### config.mk
export PLATFORM = sky130hd
export DESIGN_NAME = tlj_sqrt_cell
export DESIGN_NICKNAME = d
export VERILOG_FILES = /design/src/sv/tlj_pkg.sv /design/src/sv/tlj_sqrt_cell.sv
export SDC_FILE = /design/constraint.sdc
export NUM_CORES = 1
export LEC_CHECK = 0
export ABC_AREA = 0
export BUFFER_PORTS_ARGS = -buffer_cell sky130_fd_sc_hd__buf_2
export CORE_AREA = 2 2 363 365
export CTS_CLUSTER_SIZE = 28
export DETAILED_ROUTE_END_ITERATION = 10
export DIE_AREA = 0 0 365 367
export PLACE_DENSITY = 0.4
export SYNTH_ARGS = -nofsm -noshare
export SYNTH_HDL_FRONTEND = slang
export SYNTH_SLANG_ARGS = --single-unit
### constraint.sdc
create_clock -name i_clk -period 7 [get_ports i_clk]
set_clock_uncertainty 0.05 [all_clocks]
set_input_delay 1.4 -clock i_clk [delete_from_list [all_inputs] [get_ports i_clk]]
set_output_delay 1.4 -clock i_clk [all_outputs]
set_load 0.02 [all_outputs]
### src/sv/tlj_pkg.sv
`timescale 1ns / 1ps
// Package for the two-link joint solver: payload structs, pipeline context,
// cell data types and the per-cell step functions. No dependencies.
package tlj_pkg;

    localparam int COORD_FRAC_BITS = 8;
    localparam int SQRT_STEPS      = 25;
    localparam int XQ_STEPS        = 31;
    localparam int OUT_STEPS       = 16;

    typedef struct packed {
        logic signed [15:0] upper_x;
        logic signed [15:0] upper_y;
        logic signed [15:0] lower_x;
        logic signed [15:0] lower_y;
        logic        [15:0] upper_len;
        logic        [15:0] lower_len;
    } t_in;

    typedef struct packed {
        logic signed [15:0] joint_dx;
        logic signed [15:0] joint_dy;
        logic               unreachable;
    } t_out;

    typedef struct packed {
        logic               unreach;
        logic signed [16:0] dx;
        logic signed [16:0] dy;
        logic        [47:0] aq2;
        logic signed [35:0] n;
        logic        [24:0] dq;
        logic               negn;
        logic               ovfn;
        logic        [30:0] xmag;
        logic signed [31:0] xq;
        logic signed [48:0] dxxq;
        logic signed [48:0] dyxq;
        logic               negx;
        logic               negy;
        logic               ovfx;
        logic               ovfy;
    } t_ctx;

    typedef struct packed {
        logic [49:0] v;
        logic [49:0] res;
        logic [49:0] bitw;
    } t_sqrt;

    typedef struct packed {
        logic [55:0] rem;
        logic [55:0] dvs;
        logic [30:0] q;
    } t_div_lane;

    typedef struct packed {
        t_div_lane l0;
        t_div_lane l1;
    } t_div_pair;

    function automatic t_sqrt sqrt_step(input t_sqrt s);
        t_sqrt      r;
        logic [50:0] trial;
        r     = s;
        trial = {1'b0, s.res} + {1'b0, s.bitw};
        if ({1'b0, s.v} >= trial) begin
            r.v   = s.v - trial[49:0];
            r.res = (s.res >> 1) + s.bitw;
        end else begin
            r.res = s.res >> 1;
        end
        r.bitw = s.bitw >> 2;
        return r;
    endfunction

    function automatic t_div_lane div_step(input t_div_lane s);
        t_div_lane r;
        r = s;
        if (s.rem >= s.dvs) begin
            r.rem = s.rem - s.dvs;
            r.q   = {s.q[29:0], 1'b1};
        end else begin
            r.q   = {s.q[29:0], 1'b0};
        end
        r.dvs = s.dvs >> 1;
        return r;
    endfunction

endpackage

### src/sv/tlj_sqrt_cell.sv
`timescale 1ns / 1ps
// One cell of the square-root chain: one result bit per cell, context riding along.
// Depends on tlj_pkg.
module tlj_sqrt_cell
    import tlj_pkg::*;
(
    input  logic  i_clk,
    input  logic  i_rst_n,
    input  logic  i_en,
    input  logic  i_valid,
    input  t_ctx  i_ctx,
    input  t_sqrt i_data,
    output logic  o_valid,
    output t_ctx  o_ctx,
    output t_sqrt o_data
);
    logic  r_valid;
    t_ctx  r_ctx;
    t_sqrt r_data;

    always_ff @(posedge i_clk) begin
        if (!i_rst_n) begin
            r_valid <= 1'b0;
        end else if (i_en) begin
            r_valid <= i_valid;
        end
    end

    always_ff @(posedge i_clk) begin
        if (i_en) begin
            r_ctx  <= i_ctx;
            r_data <= sqrt_step(i_data);
        end
    end

    assign o_valid = r_valid;
    assign o_ctx   = r_ctx;
    assign o_data  = r_data;
endmodule

Word level (Yosys, flattened, before mapping):

Cells that the tools add are included.

* output and inout port bits: 462
* bits in registers: 460
* input bits: 465

* $lt $le $gt $ge: 1
* muxes and demuxes: 2
* $add $sub $neg: 3

Operators by type and width (number)
* $add 50x50->51: 1
* $ge 50x51->1: 1
* $add 49x50->50: 1
* $mux 50: 1
* $sub 50x50->50: 1
* $mux 49: 1

Longest topological paths before layout:

Gate-level depths: netlist of the first run.

* depth after elaboration: 3
* mapped depth: 29

Worst setup path before layout of the first run:

Ideal clock, no wire load.

* kind: input-to-reg
* from: input port i_data[24] in the netlist's numbering
* to: register r_data (netlist bit o_data[91]), data pin
* cell stages on the path: 24
* path slack: 403 ps
* setup time: 273 ps
* arrival time: 6274 ps
* data required time: 6677 ps
* cell sequence: ha_1 > a21o_1 > a221o_1 > a31o_2 > a21o_1 > a21oi_1 > o311ai_1 > a311oi_2 > o221ai_1 > a21oi_1 > xor2_1 > ha_1 > and3_1 > nand4_1 > or4_1 > o31a_1 > o21ai_0 > a21o_1 > a41o_2 > o211ai_4 > buf_6 > buf_6 > a221oi_1 > o311ai_1

* word-level cells in the longest chain between the ends: 3

RTL lines
* from (decl): RTL line tlj_sqrt_cell.sv:12 `input t_sqrt i_data,`
* $add 50x50->51: RTL line tlj_pkg.sv:66 `trial = {1'b0, s.res} + {1'b0, s.bitw};`
* $ge 50x51->1: RTL line tlj_pkg.sv:67 `if ({1'b0, s.v} >= trial) begin`
* $mux 49 *: RTL line tlj_pkg.sv:67
* to (signal assigned): RTL line tlj_sqrt_cell.sv:32 `r_data <= sqrt_step(i_data);`
* to (decl): RTL line tlj_sqrt_cell.sv:19 `t_sqrt r_data;`

Every way passes the cells marked *; elsewhere a longest branch is shown, timed or not.
A chain may end at the register's enable or synchronous reset.

Final worst setup path of the first run:

* from: input port i_data[51] in the netlist's numbering
* to: register r_data (netlist bit o_data[93]), data pin

Same word-level chain as after synthesis.

==> summary.md, run 1 <==
| Metric | Value |
|---|---|
| Hold buffers post-CTS | 0 |
| Category of the most critical setup path | in -> reg |
| Wirelength per Cell | 25.9 um |
| Post-route DRC violation count | 0 |
| Boundary Pins | 927 |
| Power density over the cells | 290 nW/um^2 |
| First-pass GRT wire length | 164000 um |
| Result of the run | finished clean |
| Largest net degree at the start of global routing | 131 |
| Number of global-route vias before repair | 19975 |
| Total vias in the final route | 20181 |
| Min setup slack post-route | 350 ps |
| Critical path data arrival time | 7020 ps |
| Number of buffer cells added on primary ports | 924 |
| Post-synthesis register bit count | 460 |
| Worst setup slack before clock tree synthesis | -580 ps |
| Synth Cell Area | 23200 sq um |
| Post-Syn Area per Cell | 12.4 sq um |
| Number of fillers in the final layout | 14033 |
| Clock network latency to the later pin of the worst-skew pair | approximately 650 ps |
| Die width | 365 um |
| Area growth from synthesis to layout | 44.4% |
| Sequential fraction of the synthesis area | slightly below 60% |
| Final Cycle Share | 95.0% |
| Max-slew violation count | 0 |
| Maximum number of buffers from clock root to sink | 3 |
| Total global-route track usage | 17.7% |
| Max-cap viol count | 0 |
| Initial core utilization | 17.8% |
| Core Rows | 133 |
| Fmax | ~150 MHz |
| Leakage power | 14.4 nW |
| Total power consumption of the routed design | 9.71 mW |
| Die Area | 134000 sq um |
| Worst slew pin tran | 975 ps |
| Instance area at placement | 31300 sq um |
| Worst IR drop on VDD | about 0.2 mV |
| RD Place Congestion | between 0.8 and 0.9 |
| Worst Path Max Fanout | 14 |
| Final ANT Viol Nets | 0 |
| Data required time of the worst path | 7370 ps |
| Total Neg Setup Slack | 0 ps |
| Startpoint class of the critical path | input pin |
| Total overflow reported by the global router | 0 |
| Routed wire length | approximately 120000 um |
| Crit path time final | about 6700 ps |
| FF-to-FF path depth | 2 |
| Number of design-rule violations left by the first detailed-router iteration | 1318 |
| Clock sink count | between 400 and 500 |
| Placed wire-length estimate | around 100000 um |
| Number of iterations in the first detailed-routing pass | 5 |
| Worst-path clk slew | 60 ps |
| Final net count | 3614 |
| Critical path endpoint category | flop |
| Number of endpoints with negative hold slack in the final report | 0 |
| Design Area, Final | 33500 sq um |
| Unrepaired setup endpoints after global routing | false |
| EDFF count, synth | 459 |
| Height of the chip | roughly 370 um |
| Vias per cell | 4.19 |
| Prevailing post-synth register cell | edfxtp_1 |
| Share of final-layout standard cells stronger than drive strength 1 | between 40% and 50% |
| # H-tree levels | 2 |
| Cts bufs inserted | 60 |
| Antenna violations before repair | 89 |
| Fraction of registers with async set or reset after synthesis | 0% |
| Type of the tightest min-delay check | reg -> reg |
| Final-report setup violation count | 0 |
| Count of synthesis-stage warnings from yosys | 0 |
| Count of distinct cell types in the synthesized netlist | 78 |
| Worst relative slew slack | around a third |
| Hold Path Depth | 2 |
| Clock tree from TritonCTS | done |
| Clock Root Buffer | clkbuf_16 |
| Cells after Synth | 1877 |
| Floorplan core area | 130000 sq um |
==> cells in the final DEF (no fill, tap or decap), drive strengths merged, types with 18 or more instances in the layout <==
cell       n
nand2b    19
a21o      83
o21ai    175
o21bai    20
nand2    180
ha       149
edfxtp   459
clkinv    19
buf     1124
nor2      74
diode     18
and3      19
a21oi    168
nand4     35
clkbuf    69
xor2      68
nand3     29
xnor2     64
nor2b     25
inv       41
==> cell usage after synthesis, types with 10 or more instances <==
| cell type | number | area, sq um |
|---|---|---|
| o21bai_1 | 20 | 150 |
| clkbuf_1 | 44 | 165 |
| nor2_1 | 73 | 274 |
| ha_1 | 149 | 1860 |
| o21a_1 | 16 | 120 |
| a31oi_1 | 13 | 81.3 |
| a211oi_1 | 13 | 97.6 |
| and2_1 | 10 | 62.6 |
| a21oi_1 | 166 | 831 |
| or3_1 | 10 | 62.6 |
| nor2b_1 | 25 | 156 |
| xor2_1 | 68 | 596 |
| o31ai_1 | 13 | 97.6 |
| xnor2_1 | 64 | 561 |
| nand4_1 | 35 | 219 |
| buf_2 | 11 | 55.1 |
| and3_1 | 19 | 119 |
| a21o_1 | 83 | 623 |
| edfxtp_1 | 459 | 13800 |
| inv_1 | 36 | 135 |
| nand2b_1 | 19 | 119 |
| nand3_1 | 29 | 145 |
| nand2_1 | 180 | 676 |
| nor3_1 | 17 | 85.1 |
| o21ai_0 | 150 | 751 |
| o21ai_1 | 23 | 115 |
==> cell families after synthesis <==
logic type,synth area share (%)
compound gates,15.7
flops,59.5
simple gates,9.23
fa+ha+maj,8.30
xor+xnor,4.99
buf+inv,1.94
mux,0.237
other cells,0.0162
==> cell type report <==
type | count | area (sq um) | area share (%)
well taps | 1755 | 2200 | 6.56
clock buffers | 69 | 1540 | 4.59
clock inverters | 42 | 559 | 1.67
multi-input cells | 1315 | 8950 | 26.8
repair buffers | 1124 | 6240 | 18.6
inverters | 36 | 135 | 0.404
flip-flops and latches | 460 | 13800 | 41.3
diodes | 18 | 45.0 | 0.135
==> critical path, stage by stage <==
cell,delay (ps)
buf_2,140
ha_1,290
a211oi_1,290
o21ai_0,170
a22oi_1,250
buf_4,170
o211ai_1,200
a21oi_2,270
o311ai_1,190
a311oi_2,370
buf_4,180
o221ai_1,110
a21oi_1,200
xor2_1,260
ha_1,180
and3_1,200
nand4_1,130
or4_1,570
o31a_1,240
o21ai_0,90
a21o_1,140
a41o_2,110
o211ai_4,110
buf_12,190
a221oi_2,260
o311ai_1,130
buf_4,140
==> metal layers <==
layer / vias to the layer above / part of all wire (%) / track usage, %
met5: - / 0.21 / 0
li1: 9462 / - / -
met3: 194 / 10 / 7.00
met4: 42 / 3.4 / 5.46
met2: 775 / 49 / 30.8
met1: 9708 / 37 / 19.8
==> worst paths after layout <==
check             start          to  slack [ps]
max          i_data[51]  o_data[93]         350
min             o_valid     o_valid         490
max reg2reg     o_valid     o_valid        6350
min reg2reg     o_valid     o_valid         490
==> stage by stage <==
stage	utilization, %	std cells	hold WS, ps
floorplan	-	1878	539
global placement	24.0	4689	460
detailed placement	24.0	4689	464
CTS	25.6	4800	490
global route	25.6	4806	505
finish	25.6	4819	487
==> flip-flops by register name (all words and copies together), names as in the netlist <==
name / cells
o_data: 148
o_valid: 1
o_ctx: 311
==> report_power, final <==
group | switching [mW] | internal (mW) | total [mW]
clock network | 1.37 | 1.99 | 3.35
logic | 1.80 | 1.07 | 2.87
registers | 0.103 | 3.38 | 3.49
==> what timing repair did <==
action,in CTS,in global routing
gates resized for setup,0,4
setup endpoints to repair,0,95
buffers inserted,0,1
No activity file was read; power rests on OpenSTA's default activity.
==> run 2: changes to the inputs <==
--- a/config.mk
+++ b/config.mk
@@ -11,7 +11,7 @@
 export CTS_CLUSTER_SIZE = 28
 export DETAILED_ROUTE_END_ITERATION = 10
 export DIE_AREA = 0 0 365 367
-export PLACE_DENSITY = 0.4
+export PLACE_DENSITY_LB_ADDON = 0.2
 export SYNTH_ARGS = -nofsm -noshare
 export SYNTH_HDL_FRONTEND = slang
 export SYNTH_SLANG_ARGS = --single-unit
==> summary.md, run 2 (synthesis gave the netlist of run 1 again) <==
| Metric | Value |
|---|---|
| Cts bufs inserted | 59 (-1.7%) |
| Category of the most critical setup path | in -> reg |
| Critical path data arrival time | 6950 ps (-70 ps) |
| Final net count | 3613 (-0.028%) |
| Die Area | 134000 sq um (unchanged) |
| Number of global-route vias before repair | 19885 (-0.45%) |
| Worst slew pin tran | 1080 ps (+105 ps) |
| Switching fraction of total power | 34.2% (+0.59 points) |
| Fraction of power consumed by combinational cells | 30.3% (+0.7 points) |
| Leakage power | 14.4 nW (-0.43%) |
| Max-cap viol count | 0 (unchanged) |
| Design Area, Final | 33300 sq um (-0.63%) |
| Final ANT Viol Nets | 0 (unchanged) |
| Clock tree from TritonCTS | done |
| Multi-input logic area | 8940 sq um (about the same) |
| Placed wire-length estimate | 102000 um (-2.0%) |
| Power density over the cells | 285 nW/um^2 (-1.6%) |
| Vias per cell | 4.21 (+0.47%) |
| Crit path time final | 6600 ps (-47.2 ps) |
| Fmax | 151 MHz (+0.72%) |
| Largest net degree at the start of global routing | 159 (+21%) |
| Type of the tightest min-delay check | reg -> reg |
| Post-route DRC violation count | 0 (unchanged) |
| Number of iterations in the first detailed-routing pass | 7 (+2) |
| Most common cell after layout, fill and taps aside | buf_2 |
| Most frequent cells in the layout | buf_2 (923), edfxtp_1 (459), buf_4 (193), nand2_1 (180), a21oi_1 (165) |
| Result of the run | finished clean |
| Clock sink count | 460 (unchanged) |
| Total overflow reported by the global router | 0 (unchanged) |
| Highest cell delay on the worst timing path | 570 ps (about the same) |
| Instance area at placement | 31300 sq um (about the same) |
| Proportion of power drawn by the clock network | 33.2% (-1.3 points) |
| Number of design-rule violations left by the first detailed-router iteration | 1293 (-1.9%) |
| Die width | 365 um (unchanged) |
| Sum of buffers and inverters on the critical path | 7 (+2) |
| Antenna violations before repair | 83 (-6.7%) |
| Number of endpoints with negative hold slack in the final report | 0 (unchanged) |
| Wirelength per Cell | 25.6 um (-1.2%) |
| Worst-path clk slew | 60 ps (about the same) |
| Sequential fraction of design power | 36.6% (+0.7 points) |
| CP dominant cell by count | buf_4 |
| Final Cycle Share | 94.3% (-0.67 points) |
| Startpoint class of the critical path | input pin |
| Area used by sequential logic in the layout | 13800 sq um (unchanged) |
| Critical path endpoint category | flop |
| Standard cell with the maximum stage delay on the critical path | or4_1 |
| Number of buffer cells added on primary ports | 924 (unchanged) |
| Boundary Pins | 927 (unchanged) |
| RD Place Congestion | 0.861 (-2.6%) |
| Max-slew violation count | 0 (unchanged) |
| First-pass GRT wire length | 163000 um (-0.89%) |
| Number of fillers in the final layout | 14134 (+0.72%) |
| Data required time of the worst path | 7350 ps (-20 ps) |
| Share of final-layout standard cells stronger than drive strength 1 | 40.9% (-0.19 points) |
| Total power consumption of the routed design | 9.49 mW (-2.2%) |
| Total Neg Setup Slack | 0 ps (unchanged) |
| Height of the chip | 367 um (unchanged) |
| Routed wire length | 123000 um (-1.5%) |
| Clock network latency to the later pin of the worst-skew pair | 640 ps (about the same) |
| Unrepaired setup endpoints after global routing | false |
| Number of flip-flops under the largest register name | 311 (unchanged) |
| Final-report setup violation count | 0 (unchanged) |
| Switch Pwr | 3.25 mW (-0.54%) |
| # H-tree levels | 2 (unchanged) |
| Area growth from synthesis to layout | 43.4% |
| Worst Path Max Fanout | 37 (+23) |
| Worst relative slew slack | 28.0% (-7.0 points) |
| Maximum number of buffers from clock root to sink | 3 (unchanged) |
| Core Rows | 133 (unchanged) |
| Worst IR drop on VDD | 0.190 mV (-2.8%) |
| Clock Root Buffer | clkbuf_16 |
| Floorplan core area | 130000 sq um (unchanged) |
| Total vias in the final route | 20213 (+0.16%) |
| Cell class contributing the biggest share of worst-path delay | compound AO/OA/AOI/OAI gates |
| Internal power summed over all cells | 6.24 mW (-3.1%) |
| Total global-route track usage | 17.4% (-0.30 points) |
| Initial core utilization | 17.8% (unchanged) |
==> run 2: worst paths after layout <==
| check | start | end | slack [ps] | cells past startpoint |
|---|---|---|---|---|
| setup reg to reg | o_valid | o_valid | 6350 | 2 |
| setup / recovery | i_data[1] | o_data[63] | 400 | 29 |
| hold / removal | o_valid | o_valid | 480 | 2 |
| hold reg to reg | o_valid | o_valid | 480 | 2 |
==> run 2: metrics by stage <==
| step | util, % | cells | setup WS, ps | hold slack (ps) |
|---|---|---|---|---|
| floorplan | - | 1878 | 403 | 539 |
| global placement | 24.0 | 4685 | -374 | 458 |
| detailed placement | 24.0 | 4685 | -429 | 458 |
| CTS | 25.4 | 4793 | 271 | 490 |
| global route | 25.5 | 4799 | 55.3 | 503 |
| finish | 25.5 | 4804 | 397 | 481 |
==> run 2: metal layers <==
| layer | track usage (%) | up-vias | part of all wire (%) |
|---|---|---|---|
| li1 | - | 9437 | - |
| met1 | 19.3 | 9755 | 37 |
| met2 | 31.2 | 750 | 50 |
| met3 | 6.13 | 215 | 9.0 |
| met4 | 4.87 | 56 | 3.2 |
| met5 | 0 | - | 0.27 |
==> run 2: layout make-up <==
cell class | count | area share, %
antenna | 6 | 0.0452
clock buffer | 70 | 4.63
clock inverter | 38 | 1.19
inverter | 36 | 0.406
multi-input combinational | 1315 | 26.9
sequential | 460 | 41.5
tap | 1755 | 6.60
timing repair buffer | 1124 | 18.7
==> run 2: power groups by stage <==
stage | Sequential, mW | Combinational, mW | Clock [mW]
5_1_grt | 3.50 | 3.12 | 3.36
4_1_cts | 3.47 | 2.91 | 3.28
2_1_floorplan | 3.88 | 1.20 | 0
3_3_place_gp | 3.53 | 2.90 | 0
6_report | 3.47 | 2.87 | 3.15
3_5_place_dp | 3.52 | 2.89 | 0
==> run 2: tightest hold or removal path, stage by stage (launching register included) <==
cell and delay [ps]:
dfxtp_1 320, mux2i_1 70, nor2b_1 100
==> run 2: repair_timing <==
| action | CTS | global route |
|---|---|---|
| endpoints found under the setup margin | 0 | 52 |
| setup buffers | 0 | 5 |
| hold buffers | 0 | 0 |
| gates resized for setup | 0 | 3 |
