<file path="src/sv/tlj_pkg.sv">
`timescale 1ns / 1ps
// Package for the two-link joint solver: payload structs, pipeline context,
// cell data types and the per-cell step functions. No dependencies.
package tlj_pkg;

    localparam int COORD_FRAC_BITS = 8;
    localparam int SQRT_STEPS      = 25;
    localparam int XQ_STEPS        = 31;
    localparam int OUT_STEPS       = 16;

    typedef struct packed {
        logic signed [15:0] upper_x;
        logic signed [15:0] upper_y;
        logic signed [15:0] lower_x;
        logic signed [15:0] lower_y;
        logic        [15:0] upper_len;
        logic        [15:0] lower_len;
    } t_in;

    typedef struct packed {
        logic signed [15:0] joint_dx;
        logic signed [15:0] joint_dy;
        logic               unreachable;
    } t_out;

    typedef struct packed {
        logic               unreach;
        logic signed [16:0] dx;
        logic signed [16:0] dy;
        logic        [47:0] aq2;
        logic signed [35:0] n;
        logic        [24:0] dq;
        logic               negn;
        logic               ovfn;
        logic        [30:0] xmag;
        logic signed [31:0] xq;
        logic signed [48:0] dxxq;
        logic signed [48:0] dyxq;
        logic               negx;
        logic               negy;
        logic               ovfx;
        logic               ovfy;
    } t_ctx;

    typedef struct packed {
        logic [49:0] v;
        logic [49:0] res;
        logic [49:0] bitw;
    } t_sqrt;

    typedef struct packed {
        logic [55:0] rem;
        logic [55:0] dvs;
        logic [30:0] q;
    } t_div_lane;

    typedef struct packed {
        t_div_lane l0;
        t_div_lane l1;
    } t_div_pair;

    function automatic t_sqrt sqrt_step(input t_sqrt s);
        t_sqrt      r;
        logic [50:0] trial;
        r     = s;
        trial = {1'b0, s.res} + {1'b0, s.bitw};
        if ({1'b0, s.v} >= trial) begin
            r.v   = s.v - trial[49:0];
            r.res = (s.res >> 1) + s.bitw;
        end else begin
            r.res = s.res >> 1;
        end
        r.bitw = s.bitw >> 2;
        return r;
    endfunction

    function automatic t_div_lane div_step(input t_div_lane s);
        t_div_lane r;
        r = s;
        if (s.rem >= s.dvs) begin
            r.rem = s.rem - s.dvs;
            r.q   = {s.q[29:0], 1'b1};
        end else begin
            r.q   = {s.q[29:0], 1'b0};
        end
        r.dvs = s.dvs >> 1;
        return r;
    endfunction

endpackage

</file>
<file path="src/sv/tlj_div_cell.sv">
`timescale 1ns / 1ps
// One cell of the restoring divider chain: two lanes, one quotient bit each.
// Depends on tlj_pkg.
module tlj_div_cell
    import tlj_pkg::*;
(
    input  logic      i_clk,
    input  logic      i_rst_n,
    input  logic      i_en,
    input  logic      i_valid,
    input  t_ctx      i_ctx,
    input  t_div_pair i_data,
    output logic      o_valid,
    output t_ctx      o_ctx,
    output t_div_pair o_data
);
    logic      r_valid;
    t_ctx      r_ctx;
    t_div_pair r_data;

    always_ff @(posedge i_clk) begin
        if (!i_rst_n) begin
            r_valid <= 1'b0;
        end else if (i_en) begin
            r_valid <= i_valid;
        end
    end

    always_ff @(posedge i_clk) begin
        if (i_en) begin
            r_ctx     <= i_ctx;
            r_data.l0 <= div_step(i_data.l0);
            r_data.l1 <= div_step(i_data.l1);
        end
    end

    assign o_valid = r_valid;
    assign o_ctx   = r_ctx;
    assign o_data  = r_data;
endmodule

</file>
<file path="config.mk">
export PLATFORM = sky130hd
export DESIGN_NAME = tlj_div_cell
export DESIGN_NICKNAME = d
export VERILOG_FILES = /design/src/sv/tlj_pkg.sv /design/src/sv/tlj_div_cell.sv
export SDC_FILE = /design/constraint.sdc
export NUM_CORES = 1
export LEC_CHECK = 0
export BUFFER_PORTS_ARGS = -buffer_cell sky130_fd_sc_hd__buf_4
export CORE_AREA = 2 2 468 470
export CTS_CLUSTER_DIAMETER = 200
export DETAILED_ROUTE_END_ITERATION = 10
export DIE_AREA = 0 0 470 472
export GPL_TIMING_DRIVEN = 0
export SLEW_MARGIN = 10
export SYNTH_ARGS = -nofsm -noshare
export SYNTH_HDL_FRONTEND = slang
export SYNTH_SLANG_ARGS = --single-unit
</file>
<file path="constraint.sdc">
create_clock -name i_clk -period 3.7 [get_ports i_clk]
set_input_delay 0.37 -clock i_clk [delete_from_list [all_inputs] [get_ports i_clk]]
set_output_delay 0.37 -clock i_clk [all_outputs]
set_load 0.05 [all_outputs]
</file>
* Word level (Yosys, flattened, before mapping)
Cells that the tools add are included.
Storage, ports and cells: output and inout port bits 598, logic and storage cells 31, bits in registers 596
Cells by class: $add $sub $neg 2, multiplexer cells 4, $lt $le $gt $ge 2
Operators with widths (number):
- greater-or-equal comparator 56 bit | 2
- 2-to-1 mux 56 bit | 2
- subtractor 56 bit | 2
- 2-to-1 mux 1 bit | 2

* Logic depth before layout (Yosys ltp)
Gate-level depths: netlist of the first run.
depth in word-level cells 2, depth in mapped cells 15, gate-level depth less buffers 13

* Worst setup path before layout of the first run
OpenSTA, ideal clock, no wires.
path kind input-to-reg, start point input port i_data[87] in the netlist's numbering, end point register r_data, in the netlist o_data[141] (data pin), required time 3.565 ns, data arrival time 2.989 ns, stages 13, buffers on the path 0, slack 0.575 ns, path through inv_1 -> ha_1 -> fa_1 -> nand2b_1 -> a21oi_1 -> o21ai_0 -> a211oi_1 -> nor4_1 -> o31a_1 -> o31ai_2 -> a31oi_1 -> or4_1 -> nand3_1
On the way: cells in the longest elaborated chain, start to end 2, elaborated cells between the ends (all ways) 3, those cells by class add/sub (1); order compare (1); mux (1)
Ends and longest elaborated chain:
- start, declared | line tlj_div_cell.sv:12 | input t_div_pair i_data,
- subtractor 56 bit / greater-or-equal comparator 56 bit (equally long branches) | line tlj_pkg.sv:81, tlj_pkg.sv:80
- 2-to-1 mux 56 bit (*) | line tlj_pkg.sv:80 | if (s.rem >= s.dvs) begin
- end, declared | line tlj_div_cell.sv:19 | t_div_pair r_data;
Every way passes the cells marked *; elsewhere a longest branch is shown, timed or not. A chain may end at the register's enable or synchronous reset.

* Worst setup path after layout of the first run
start point input port i_data[37] in the netlist's numbering, end point register r_data, in the netlist o_data[141] (data pin)
The elaborated chain is that of the path after synthesis.

==> results.yml, run 1 <==
die:
  dieArea_mm2: 0.222
  die_x_um: 470
  die_h_um: 472
  ios: 1199
  rows: 171
  start_util_pct: 12.0
  core_mm2: 0.217
detailed_routing:
  first_pass_iters: 5
  post_drt_wl_per_cell_um: 25.8
  via_count: 24500
  ant_nets: 0
  drtIter0Drc: 1741
  drc: 0
  totalWireLength_mm: 174
  viasPerCell: 3.63
sta:
  fin_crit_ns: 3.69
  max_freq_mhz: 271
  worst_slew_pin_slew_ns: 0.692
  fin_crit_sh_pct: 99.6
  slew_headroom_pct: 53.9
  fin_ws_ns: 0.0132
  final.setup_skew_ns: 0
  drv_slew: 0
  rsz0062_at_grt: "yes"
  setup-violations-final: 0
  finalHoldViolations: 0
setup_path:
  start_kind: "primary input"
  timing.rr.end: "o_valid"
  critPathSlowestCell: "dlygate4sd3_1"
  r2r_start: "o_valid"
  worstSetupPathType: "in -> reg"
  cp_max_fo: 6
  crit_arrival_ns: 4.27
  endpoint_kind: "flip-flop"
  slowest_delay_ns: 0.53
  path_cells: "dlygate4sd3_1 -> buf_4 -> inv_1 -> ha_1 -> o21ai_0 -> a21oi_1 -> o21ai_0 -> a211oi_2 -> nor4_2 -> o31a_1 -> o31ai_2 -> a31oi_1 -> or4_1 -> nand3_1"
  ff2ff_setup_slack_ns: 2.50
  worst_r2r_path_depth: 3
  path_common_cell: "o21ai_0"
  crit_required_ns: 4.29
worst_hold_path:
  min_to: "o_data[138]"
  hp-start: "i_data[138]"
  min_path_type: "in -> reg"
  whs_path_depth: 3
place:
  gp_congestion: 0.896
  hpwl_mm: 143
  port_buffers: 1194
  pre_cts_ws_ns: -0.908
  dp_cells: 6012
clock_network:
  clkLatencyLatePin_ns: 0.69
  cts_tree: "yes"
  cts-buffers-inserted: 82
  clk_pin_slew_ns: 0.07
  h-tree-depth: 3
  cts.path.max_buffers: 3
  cts-root-buf: "clkbuf_16"
  cts_sinks: 596
  post_cts_buffers: 0
run:
  drv_cap: 0
logic_synthesis:
  synth.cell_area_mm2: 0.0260
  ys_ff_latch: 596
  yosysUniqueCellTypes: 68
  yosys_warnings: 0
  synth_area_per_cell_um2: 13.3
  synthFlopType: "edfxtp_1"
  ys_seq_area_share_pct: 68.7
  async_reset_ff_share_pct: 0
  synth-edff-count: 595
  syn_inst: 1956
grt:
  grtUsageTotal_pct: 15.1
  first_global_vias: 24700
  grt_pass1_wl_mm: 226
  grt_max_degree: 104
  antenna_found_initial: 112
  grt_overflow: 0
pwr:
  power.total_mw: 23.5
  p_leak_nw: 19.5
  power-per-cell-area_mw_per_mm2: 494
  ir_drop_mv: 0.355
cells_and_area:
  stdcell_count: 6762
  syn_to_final_growth_pct: 82.4
  final_nets: 4535
  drive_above_1_share_pct: 35.6
status:
  status: "finished, final reports clean"
[power breakdown]
group | switching [mW] | internal (mW)
sequential | 0.257 | 8.17
clock | 3.55 | 4.97
combinational | 4.36 | 2.16
total | 8.17 | 15.3
[how the worst max path moves through the flow]
stage	endpoint	slack, ns	depth (start not counted)	startpoint
5_1_grt	o_data[141]	-0.01	14	i_data[37]
4_1_cts	o_data[97]	0.01	14	i_data[106]
3_5_place_dp	o_data[235]	-0.91	13	i_data[174]
3_3_place_gp	o_ctx[106]	-3.51	1	i_en
2_1_floorplan	o_data[141]	0.58	13	i_data[87]
6_report	o_data[141]	0.01	14	i_data[37]
[metrics by stage]
stage	hold WS (ns)	area [um^2]	setup TNS, ns	util, %
after CTS	0.00167	47400	0	21.9
after floorplan	0.469	26000	0	-
after detailed placement	0.513	38800	-46.22	17.9
final	0.0703	47500	0	21.9
after global placement	0.516	38600	-2004.95	17.8
after global routing	0.0131	47400	-0.0128	21.9
[logic make-up (layout without fill, tap and decap cells)]
kind of cell / Yosys count / after routing / share of synthesized area, %
adders and majority gates: 114 / 114 / 5.54
AOI/OAI and AO/OA: 491 / 491 / 11.4
DFF: 596 / 596 / 68.7
buffers and inverters: 220 / 2150 / 3.30
xor gates and xnor gates: 105 / 105 / 3.53
and+or+nand+nor: 426 / 426 / 7.37
muxes: 3 / 3 / 0.139
other: 1 / 23 / 0.0144
[sequential cells by signal, summed over array words and instances (netlist names)]
name,flops
o_ctx,311
o_valid,1
o_data,284
[synth_stat cells (4+ instances only)]
cell type | number | share of area (%)
ha_1 | 112 | 5.4
and3_1 | 8 | 0.19
nand4_1 | 43 | 1.0
and2_1 | 7 | 0.17
nor2b_1 | 9 | 0.22
o21bai_1 | 22 | 0.63
nand3_1 | 34 | 0.65
edfxtp_1 | 595 | 69
clkbuf_2 | 4 | 0.077
nor3_1 | 14 | 0.27
clkbuf_1 | 59 | 0.85
a21boi_0 | 5 | 0.14
o211ai_1 | 7 | 0.20
a21oi_1 | 182 | 3.5
a31oi_1 | 17 | 0.41
nand2_1 | 164 | 2.4
xnor2_1 | 56 | 1.9
nand2b_1 | 7 | 0.17
nor2_1 | 118 | 1.7
a211oi_1 | 7 | 0.20
xor2_1 | 49 | 1.6
o21a_1 | 17 | 0.49
buf_2 | 13 | 0.25
nor4_1 | 7 | 0.17
o21ai_0 | 132 | 2.5
nor3b_1 | 4 | 0.12
a21o_1 | 56 | 1.6
inv_1 | 139 | 2.0
[per-layer routing]
| layer | up-vias | routed length [um] | track usage [%] |
|---|---|---|---|
| met5 | - | 188 | 0 |
| met1 | 11900 | 66100 | 16.8 |
| met4 | 28 | 7990 | 6.10 |
| li1 | 11000 | - | - |
| met2 | 1263 | 83500 | 25.5 |
| met3 | 339 | 16500 | 6.06 |
[worst max-delay path, delay by kind of cell]
kind | cells | cell delay (ns)
AOI/OAI and AO/OA | 7 | 2.13
buffers and inverters | 3 | 0.72
and+or+nand+nor | 3 | 0.69
adders and majority gates | 1 | 0.37
[final cells by class]
cell class / instances / area [um^2]
fillers: 23200 / 169000
flip-flops and latches: 596 / 17900
repair buffers: 1779 / 14900
multi-input cells: 1141 / 7320
well taps: 2854 / 3570
clock buffers: 92 / 2090
clock inverters: 59 / 726
inverters: 139 / 522
plain buffers: 81 / 352
diodes: 21 / 52.6
[placed cells by master, fill, tap and decap left out, drive strengths merged, types with 22 or more instances in the layout]
cell type | netlist | final
nand4 | 43 | 43
edfxtp | 595 | 595
o21bai | 22 | 22
buf | 18 | 1217
inv | 139 | 149
dlygate4sd3 | 0 | 578
xor2 | 49 | 49
nor2 | 118 | 118
nand3 | 34 | 34
a21o | 56 | 56
ha | 112 | 112
o21ai | 134 | 134
clkinv | 0 | 28
clkbuf | 63 | 157
xnor2 | 56 | 56
nand2 | 164 | 164
a21oi | 183 | 183
[what timing repair did]
item / CTS / global route
setup endpoints to repair: 1 / 92
endpoints found under the hold margin: 595 / 0
gates resized for setup: 1 / 30
hold buffers: 578 / 0
pin swaps: 0 / 1
(Power assumes the default switching activity.)
==> inputs of run 2 (changes only) <==
==> constraint.sdc (replaced) <==
create_clock -name i_clk -period 3.7 [get_ports i_clk]
set_input_delay 0.555 -clock i_clk [delete_from_list [all_inputs] [get_ports i_clk]]
set_output_delay 0.555 -clock i_clk [all_outputs]
set_load 0.05 [all_outputs]
==> run 2 against run 1 <==
Against the previous run: count of clock-buffer cells in the layout unchanged; global-route usage decreased by 0.11 points; clock power about the same; design area decreased by 2.4%; setup slack improved by 0.044 ns; hold slack improved by 0.030 ns.
==> results.yml, run 2 (synthesis results as in run 1) <==
die:
  core_mm2: 0.217
  ios: 1199
  dieArea_mm2: 0.222
  die_h_um: 472
  start_util_pct: 12.0
  rows: 171
  die_x_um: 470
detailed_routing:
  ant_nets: 0
  route.met2.wl_mm: 83.1
  first_pass_iters: 5
  totalWireLength_mm: 173
  topRoutingLayerUsed: "met5"
  drtIter0Drc: 1649
  post_drt_wl_per_cell_um: 26.0
  drc: 0
  viasPerCell: 3.64
  via_count: 24200
  drt-met1-wl_mm: 66.2
  wl_met3_mm: 15.9
sta:
  drv_slew: 0
  fin_hold_ws_ns: 0.101
  fin_crit_ns: 3.64
  setup-violations-final: 0
  rsz0062_at_grt: "no"
  fin_crit_sh_pct: 98.5
  tns_ns: 0
  max_freq_mhz: 274
  finalHoldViolations: 0
  final.setup_skew_ns: 0
  slew_headroom_pct: 54.6
  worst_slew_pin_slew_ns: 0.674
setup_path:
  start_kind: "primary input"
  cp_max_fo: 6
  worstSetupPathType: "in -> reg"
  endpoint_kind: "flip-flop"
  crit_required_ns: 4.12
  crit_arrival_ns: 4.06
clock_network:
  h-tree-depth: 3
  cts_sinks: 596
  cts.path.max_buffers: 3
  clkLatencyLatePin_ns: 0.69
  cts-buffers-inserted: 82
  cts_tree: "yes"
  cts-root-buf: "clkbuf_16"
  clk_pin_slew_ns: 0.06
grt:
  first_global_vias: 24100
  grtUsageTotal_pct: 15.0
  grt_max_degree: 104
  grt_overflow: 0
  grt_pass1_wl_mm: 223
  antenna_found_initial: 112
cells_and_area:
  drive_above_1_share_pct: 36.7
  post-route-cell-area_mm2: 0.0463
  final_common_cell: "buf_4"
  stdcell_count: 6646
  syn_to_final_growth_pct: 78.0
  final_nets: 4423
  mostFrequentLayoutCells: "1200 x buf_4, 595 x edfxtp_1, 463 x dlygate4sd3_1"
  largest_register_ffs: 311
pwr:
  p_leak_nw: 19.0
  ir_drop_mv: 0.354
  power-per-cell-area_mw_per_mm2: 504
  power.total_mw: 23.3
place:
  hpwl_mm: 143
  port_buffers: 1194
  place_area_mm2: 0.0388
  dp_cells: 6012
  gp_congestion: 0.896
worst_hold_path:
  min_path_type: "in -> reg"
run:
  drv_cap: 0
status:
  status: "finished, final reports clean"
[run 2: path summary, 6_finish.rpt]
kind	from	endpoint	slack, ns	cells past startpoint
max	i_data[51]	o_data[138]	0.06	13
min	i_ctx[83]	o_ctx[83]	0.10	1
max reg2reg	o_valid	o_valid	3.07	2
min reg2reg	o_valid	o_valid	0.56	2
[run 2: metrics by stage]
step | utilization (%) | worst slack (ns)
after floorplan | - | 0.390
after global placement | 17.8 | -3.70
after detailed placement | 17.9 | -1.09
after CTS | 21.3 | 0.00109
after global routing | 21.4 | 0.00769
final | 21.4 | 0.0569
[run 2: layer usage]
layer  vias to the layer above  GRT usage [%]
li1                      10800              -
met1                     11700           16.8
met2                      1280           25.5
met3                       337           5.88
met4                        30           5.58
met5                         -              0
[run 2: area by class of cell]
class	instances	area, um^2
multi-input combinational	1141	7330
sequential	596	17900
tap	2854	3570
timing repair buffer	1668	13800
antenna	17	42.5
buffer	80	347
clock buffer	92	2090
clock inverter	59	726
inverter	139	522
fill	23300	170000
[run 2: timing repair]
action / in CTS / in global routing
pin swaps: 0 / 4
hold endpoints to repair: 463 / 0
hold buffers: 463 / 0
endpoints found under the setup margin: 4 / 93
setup buffers: 0 / 4
resized for setup: 3 / 33
[run 2: worst max-delay path: stages]
cell	delay [ns]
dlygate4sd3_1	0.53
buf_4	0.14
inv_1	0.04
ha_1	0.39
nand2_1	0.16
nor2_1	0.29
nand3_1	0.12
o31a_1	0.41
o31a_1	0.43
o41ai_4	0.44
a21oi_2	0.17
mux2_4	0.23
nand3_1	0.15
[run 2: power by group]
group	leakage (nW)	switching (mW)	internal [mW]	total, mW
registers	5.83	0.257	8.17	8.43
logic	11.9	4.33	2.08	6.41
clock network	1.35	3.54	4.97	8.51
==> inputs of run 3 (changes only) <==
RECOVER_POWER = 50   (was not set)
SETUP_SLACK_MARGIN = 0.3   (was not set)
==> run 3 against run 2 <==
Against the previous run: die area did not move; via count barely moved; routed wire length fell by 0.33%; clock power barely moved; critical path depth did not move; global-route usage barely moved; flip-flop and latch count did not move; clock skew did not move; register-to-register slack barely moved; setup slack improved by 0.20 ns; fmax rose by 5.8%; combinational power fell by 1%.
==> results.yml, run 3 (synthesis results as in run 1) <==
cells_and_area:
  final_common_cell: "buf_4"
  post-route-cell-area_mm2: 0.0458
  largest_register_ffs: 311
  drive_above_1_share_pct: 32.6
  stdcell_count: 6648
  syn_to_final_growth_pct: 75.9
  mostFrequentLayoutCells: "725 x buf_4, 595 x edfxtp_1, 462 x dlygate4sd3_1"
  num-fill-cells: 23500
  final_nets: 4425
grt:
  grtUsageTotal_pct: 15.0
  antenna_found_initial: 113
  first_global_vias: 24100
  grt_max_degree: 104
  grt_overflow: 0
  grt_pass1_wl_mm: 223
setup_path:
  cp_max_fo: 6
  worstSetupPathType: "in -> reg"
  crit_required_ns: 4.12
  start_kind: "primary input"
  crit_arrival_ns: 3.87
  endpoint_kind: "flip-flop"
pwr:
  power-per-cell-area_mw_per_mm2: 508
  p_sw_share_pct: 34.9
  intPower_mw: 15.1
  pwr-share-seq_pct: 36.2
  p_leak_nw: 18.4
  power_switching_mw: 8.12
  combPwrFrac_pct: 27.2
  clockPowerShare_pct: 36.6
  ir_drop_mv: 0.353
place:
  pre_cts_ws_ns: -1.09
  dp_cells: 6012
  hpwl_mm: 143
  port_buffers: 1194
  place_area_mm2: 0.0388
  gp_congestion: 0.896
detailed_routing:
  via_count: 24200
  first_pass_iters: 5
  post_drt_wl_per_cell_um: 25.9
  drt-met1-wl_mm: 65.6
  totalWireLength_mm: 173
  ant_nets: 0
  drc: 0
  route.met2.wl_mm: 82.8
  viasPerCell: 3.63
  drtIter0Drc: 1682
  topRoutingLayerUsed: "met5"
  wl_met3_mm: 16.2
clock_network:
  cts-root-buf: "clkbuf_16"
  cts.path.max_buffers: 3
  clkLatencyLatePin_ns: 0.69
  h-tree-depth: 3
  cts-buffers-inserted: 82
  cts_sinks: 596
  clk_pin_slew_ns: 0.06
  cts_tree: "yes"
sta:
  fin_crit_sh_pct: 93.1
  fin_hold_ws_ns: 0.131
  worst_slew_pin_slew_ns: 1.34
  finalHoldViolations: 0
  max_freq_mhz: 290
  rsz0062_at_grt: "yes"
  setup-violations-final: 0
  drv_slew: 0
  tns_ns: 0
  fin_crit_ns: 3.44
  slew_headroom_pct: 10.5
  fin_ws_ns: 0.256
  final.setup_skew_ns: 0
worst_hold_path:
  min_path_type: "in -> reg"
die:
  rows: 171
  die_h_um: 472
  dieArea_mm2: 0.222
  ios: 1199
  die_x_um: 470
  core_mm2: 0.217
  start_util_pct: 12.0
status:
  status: "finished, final reports clean"
run:
  drv_cap: 0
==> run 3: changes by cell type in the layout (fill, tap and decap cells not counted), moves of 2 or more <==
| cell | before | now |
|---|---|---|
| a31oi_1 | 17 | 15 |
| a31oi_2 | 0 | 2 |
| buf_4 | 1200 | 725 |
| clkbuf_1 | 58 | 224 |
| clkbuf_2 | 15 | 17 |
| clkbuf_4 | 0 | 310 |
| o21ai_1 | 7 | 4 |
| o21ai_2 | 1 | 4 |
==> run 3: power by group through the flow <==
stage | Clock (mW) | Sequential, mW | Combinational [mW]
finish | 8.50 | 8.42 | 6.32
global route | 9.07 | 8.48 | 6.64
CTS | 8.91 | 8.43 | 6.45
detailed placement | 0 | 8.55 | 5.95
global placement | 0 | 8.62 | 5.93
floorplan | 0 | 10.6 | 1.21
==> run 3: metal layers <==
| layer | vias to the layer above | track usage [%] |
|---|---|---|
| li1 | 10800 | - |
| met1 | 11600 | 16.8 |
| met2 | 1319 | 25.6 |
| met3 | 355 | 5.81 |
| met4 | 32 | 5.43 |
| met5 | - | 0 |
==> run 3: worst paths after layout <==
path	slack, ns	endpoint	cells after the start	startpoint
worst max-delay path	0.26	o_data[277]	13	i_data[177]
worst min-delay path	0.13	o_data[106]	3	i_data[106]
worst max register to register	3.07	o_valid	2	o_valid
worst min register to register	0.56	o_valid	2	o_valid
==> run 3: final cells by class <==
class,instances,area (um^2),area share (%)
clock inverter,59,726,1.59
inverter,139,522,1.14
antenna,17,42.5,0.0929
clock buffer,92,2090,4.57
buffer,80,360,0.787
multi-input combinational,1141,7370,16.1
tap,2854,3570,7.80
sequential,596,17900,39.1
timing repair buffer,1670,13200,28.8
==> run 3: worst max-delay path, cell delays in order <==
cell	delay [ns]
clkbuf_1	0.24
inv_1	0.09
ha_1	0.39
a21o_1	0.21
a21oi_1	0.27
a211oi_2	0.17
o311ai_2	0.41
a31oi_2	0.23
a311oi_1	0.48
nor2_1	0.23
a21boi_0	0.29
xor2_1	0.18
o21ai_0	0.13
==> run 3: repair_timing <==
| item | 4_1_cts | 5_1_grt |
|---|---|---|
| buffers inserted | 1 | 5 |
| hold buffers | 463 | 0 |
| gates resized for setup | 13 | 44 |
| setup endpoints to repair | 94 | 112 |
| endpoints found under the hold margin | 463 | 0 |
| pin swaps | 2 | 3 |
==> run 3: through the flow <==
stage / util (%) / total power, mW
after detailed placement: 17.9 / 14.5
final: 21.1 / 23.3
after global routing: 21.1 / 24.2
after global placement: 17.8 / 14.6
after floorplan: - / 11.8
after CTS: 21.4 / 23.8
